--- src/rtl/max_flow_augmenting_path_assert.svh ---
// Assertion macros for the max flow RTL.
// Included by modules that carry concurrent checks; expects clk_i and rst_ni in scope.
`ifndef MAX_FLOW_AUGMENTING_PATH_ASSERT_SVH
`define MAX_FLOW_AUGMENTING_PATH_ASSERT_SVH
`ifndef SYNTHESIS
`define MFAP_ASSERT(lbl, prop) \
  lbl: assert property (@(posedge clk_i) disable iff (!rst_ni) (prop)) \
    else $error("mfap assertion failed");
`define MFAP_NEVER(lbl, cond) \
  lbl: assert property (@(posedge clk_i) disable iff (!rst_ni) !(cond)) \
    else $error("mfap forbidden condition");
`else
`define MFAP_ASSERT(lbl, prop)
`define MFAP_NEVER(lbl, cond)
`endif
`endif

--- src/rtl/mfap_alu.sv ---
// Shared residual unit: residual, threshold test, running minimum and flow update.
// Depends on nothing but its parameters.
`default_nettype none
module mfap_alu #(
  parameter int CAP_WIDTH = 16
) (
  input  wire logic [CAP_WIDTH-1:0] cap_i,
  input  wire logic [CAP_WIDTH-1:0] flow_i,
  input  wire logic                 back_i,
  input  wire logic [30:0]          thr_i,
  input  wire logic [30:0]          bneck_i,
  output logic                      pass_o,
  output logic [30:0]               min_o,
  output logic [CAP_WIDTH-1:0]      flow_o
);
  logic [CAP_WIDTH-1:0] resid;
  logic [31:0]          resid_w;

  // Forward residual is free capacity; backward residual is the flow to cancel.
  assign resid   = back_i ? flow_i : cap_i - flow_i;
  assign resid_w = 32'(resid);
  assign pass_o  = resid_w >= {1'b0, thr_i};
  assign min_o   = (resid_w < {1'b0, bneck_i}) ? resid_w[30:0] : bneck_i;
  assign flow_o  = back_i ? flow_i - CAP_WIDTH'(bneck_i) : flow_i + CAP_WIDTH'(bneck_i);
endmodule
`default_nettype wire

--- config.mk ---
export PLATFORM = sky130hd
export DESIGN_NAME = mfap_alu
export DESIGN_NICKNAME = d
export VERILOG_FILES = /design/src/rtl/max_flow_augmenting_path_assert.svh /design/src/rtl/mfap_alu.sv
export SDC_FILE = /design/constraint.sdc
export NUM_CORES = 1
export LEC_CHECK = 0
export BUFFER_PORTS_ARGS = -buffer_cell sky130_fd_sc_hd__buf_2
export CORE_ASPECT_RATIO = 1.1
export CORE_MARGIN = 2
export CORE_UTILIZATION = 31
export DETAILED_ROUTE_END_ITERATION = 6
export PLACE_DENSITY = 0.53
export SYNTH_ARGS = -nofsm -noshare
export SYNTH_HDL_FRONTEND = slang
export SYNTH_SLANG_ARGS = --single-unit
--- constraint.sdc ---
create_clock -name vclk -period 7.5
set_input_delay 1.5 -clock vclk [all_inputs]
set_output_delay 1.5 -clock vclk [all_outputs]
set_load 0.03 [all_outputs]
**After elaboration in Yosys (flattened, before gate mapping)**

Index checks and enable logic that the tools add are counted.

- $add $sub $neg: 3
- Magnitude comparators: 2
- Multiplexer cells: 3

Operator list:

| cell | number |
|---|---|
| $mux W16 | 2 |
| $sub A16 B16 Y16 | 2 |
| $ge A16 B31 Y1 | 1 |
| $lt A16 B31 Y1 | 1 |
| $mux W31 | 1 |
| $add A16 B16 Y16 | 1 |

- Flip-flop bits (word level): 0
- Input port bits: 95
- Word-level logic and storage cells: 8

**Longest topological paths before layout**

- Depth after elaboration: 4
- Mapped depth: 19
- Gate-level depth less buffers: 18

**Worst setup path before layout**

Ideal clock, no wire load.

- Path type: input port to output port
- Start point: input cap_i[0]
- End point: output min_o[0]
- Arrival time: 5023 ps
- Required time: 6000 ps
- Path slack: 977 ps
- Cell stages on the path: 18
- Cells stage by stage: inv_1 ha_1 inv_1 fa_1 a211oi_1 o21a_1 nor3_1 o31ai_1 nor3_1 a21oi_1 nand2_1 ha_1 a211oi_1 o21ai_0 o311ai_4 buf_6 nor2_1 a21oi_1

- Cells in the longest elaborated chain, start to end: 4

Ends and longest elaborated chain:

| what | line | RTL |
|---|---|---|
| start: declaration | mfap_alu.sv:7 | `input wire logic [CAP_WIDTH-1:0] cap_i,` |
| $sub A16 B16 Y16 * | mfap_alu.sv:20 | `assign resid = back_i ? flow_i : cap_i - flow_i;` |
| $mux W16 * | mfap_alu.sv:20 |  |
| $lt A16 B31 Y1 | mfap_alu.sv:23 | `assign min_o = (resid_w < {1'b0, bneck_i}) ? resid_w[30:0] : bneck_i;` |
| $mux W31 * | mfap_alu.sv:23 |  |
| end: declaration | mfap_alu.sv:13 | `output logic [30:0] min_o,` |

Every way passes the cells marked *; elsewhere a longest branch is shown, timed or not.

**Worst setup path after layout**

- Start point: input cap_i[0]
- End point: output min_o[3]

The elaborated chain is that of the path after synthesis.

==> summary.md <==
| Metric | Value |
|---|---|
| Die H | around 110 um |
| DR DRC count | 0 |
| Final period util | 0.9299 |
| Core Rows | 37 |
| Synth unique cells | 50 |
| TritonRoute pass-1 iters | 4 |
| Final global-route overflow total | 0 |
| Worst setup path start | cap_i[0] |
| Crit path launch type | primary input |
| Setup TNS Final | 0 ns |
| Adder-Cell Fraction of Synth Area | 0.2707 |
| Antenna Nets Post-Route | 0 |
| Simple-Gate Fraction of Synth Area | 0.1445 |
| CP peak stage delay | 0.50 ns |
| Total Nets Final | a little under 700 |
| DR WL/cell | 13.24 um |
| Initial Util | 0.3207 |
| Synth warn | 0 |
| Min Tclk post-route | 6.974 ns |
| Final hold violations | 0 |
| Syn Area/Cell | approximately 7.4 sq um |
| Largest family of logic cells by synthesized area | compound AO/OA/AOI/OAI gates |
| Post-CTS Setup Bufs | 0 |
| CP endpoint | min_o[3] |
| Critical Path Sink Type | primary output |
| Die width | approximately 100 um |
| GPL Wtd Cong | about 0.84 |
| Placed Area | 3715 sq um |
| Most common cell in the netlist | ha_1 |
| Core Area | 9398 sq um |
| Max-slew headroom | 0.4978 |
| Port buffer count | 128 |
| Crit path required time | 6.00 ns |
| Layout overhead on the synthesized area | 23.25% |
| # resized after CTS | 0 |
| Post-synth top cells | ha_1 (62), inv_1 (55), a21oi_1 (34), xnor2_1 (30), o21ai_0 (25) |
| Post-synthesis compound-gate area fraction | 0.2723 |
| RSZ-0062 raised after global routing | false |
| Worst Path Arrival | 5.47 ns |
| Outcome | complete, no violations |
| I/O pin count | about 140 |
| Ranking of synthesized cells by area | ha_1 (26%), xnor2_1 (8.7%), inv_1 (6.8%) |
| Worst-margin pin slew | 0.7532 ns |
| Largest net degree at the start of global routing | 47 |
| Post-DP HPWL | about 7700 um |
| Crit Path Class | in2out |
| Hold-fix buffers at CTS | 0 |
| Final setup viols | 0 |
| Mapped Cells | 410 |
| MaxCap Viol Count | 0 |
| Detailed Route WL | roughly 8600 um |
| Vias | 3,216 |
| Drt via density | 4.955 |
| Iteration-0 DRC Markers | around 110 |
| Netlist Area Pre-Place | 3014 sq um |
| Xor and xnor area share after synthesis | 0.1162 |
| Min-Delay Path Class | in2out |
| Tot GR Track Use | 0.1571 |
| Layout fillers | 1,022 |
| Initial antenna violation count | 0 |
| Worst vdd ir | between 0.00005 and 0.00006 V |
| Register area | 0 sq um |
| Die area | 10,530 sq um |
| Vias in the first global route | 3,232 |
| CLK BUF | 0 |
| Total Power | approximately 0.00042 W |
| Fmax | 0.1434 GHz |
| Sequential area share after synthesis | 0 |
| Yosys top cell by area | ha_1 |
| Critical path, cell by cell | buf_2, inv_1, ha_1, inv_1, fa_1, a211oi_1, o21a_1, nor3_1, o31ai_1, nor3_1, a21oi_1, nand2_1, ha_1, a211oi_1, o21ai_0, o311ai_4, buf_4, mux2_2, buf_2 |
| Slowest cell on crit path | o311ai_4 |
| Sequential cell count | 0 |
| Final count of pins violating max slew | 0 |
| CP max FO | 8 |
| Mux contribution to synthesized area | 0.07057 |
| # diodes | 0 |
| Leakage | roughly 2.1 nW |
| Global-route wire length before repair | 14,210 um |
| Power per cell area | 114.4 nW/um^2 |
| Hold slack | about 3.4 ns |
| Layout cells sized above 1 | 0.2989 |
| Area fraction of the dominant cell type after synthesis | 0.2574 |
| Final Cell Area | 3715 sq um |
-- per-layer routing --
metal | wire, um | global-route usage
met3 | 470 | 0.008442
met2 | 4122 | 0.2916
met4 | 46 | 0.01091
met5 | 0 | 0
met1 | 3954 | 0.2088
-- stage by stage --
stage,cells,utilization,worst slack [ns]
global placement,649,0.3953,0.5952
floorplan,424,-,0.9772
detailed placement,649,0.3953,0.4976
CTS,649,0.3953,0.4808
global route,649,0.3953,0.1854
finish,649,0.3953,0.5260
-- area by class of cell --
class	count	area (sq um)	area share
well taps	117	146.4	0.03941
multi-input cells	345	2691	0.7245
inverters	55	206.4	0.05557
repair buffers	132	670.6	0.1805
-- worst max-delay path, delay by kind of cell --
kind                     cells  cell delay (ns)
AND/OR/NAND/NOR              3             0.30
buffers and inverters        5             0.60
adder cells (fa/ha/maj)      3             0.91
multiplexers                 1             0.34
AO/OA/AOI/OAI                7             1.81
-- report_power, final --
part	total (W)	internal [W]	switching, W
registers	0	0	0
clock network	0	0	0
logic	0.000425	0.000164	0.000261
total	0.000425	0.000164	0.000261
-- cells by family after synthesis --
kind of cell | Yosys count
AOI/OAI and AO/OA | 120
and+or+nand+nor | 89
buffers and inverters | 79
adders and majority gates | 64
xor gates and xnor gates | 40
muxes | 17
other | 1
-- how the worst min path moves through the flow --
stage | startpoint | depth (start not counted) | endpoint
CTS | thr_i[17] | 5 | pass_o
finish | thr_i[17] | 5 | pass_o
detailed placement | thr_i[17] | 5 | pass_o
global route | thr_i[17] | 5 | pass_o
global placement | thr_i[17] | 5 | pass_o
floorplan | bneck_i[10] | 1 | min_o[10]
-- placed cells by master, fill, tap and decap left out, types with 3 or more instances in the layout --
cell type	n
nand4_1	5
xor2_1	10
nor4_1	6
a31oi_1	7
o21ai_0	25
o31ai_1	3
a21o_1	18
buf_2	128
mux2_4	6
mux2_2	10
nand3_1	6
nor3_1	10
a211oi_1	3
conb_1	15
nor2_1	23
a21oi_1	34
nand2_1	22
o21a_1	7
nor2b_1	6
xnor2_1	30
o21bai_1	3
and3_1	3
ha_1	62
buf_4	4
inv_1	55
No activity file was read; power rests on OpenSTA's default activity.
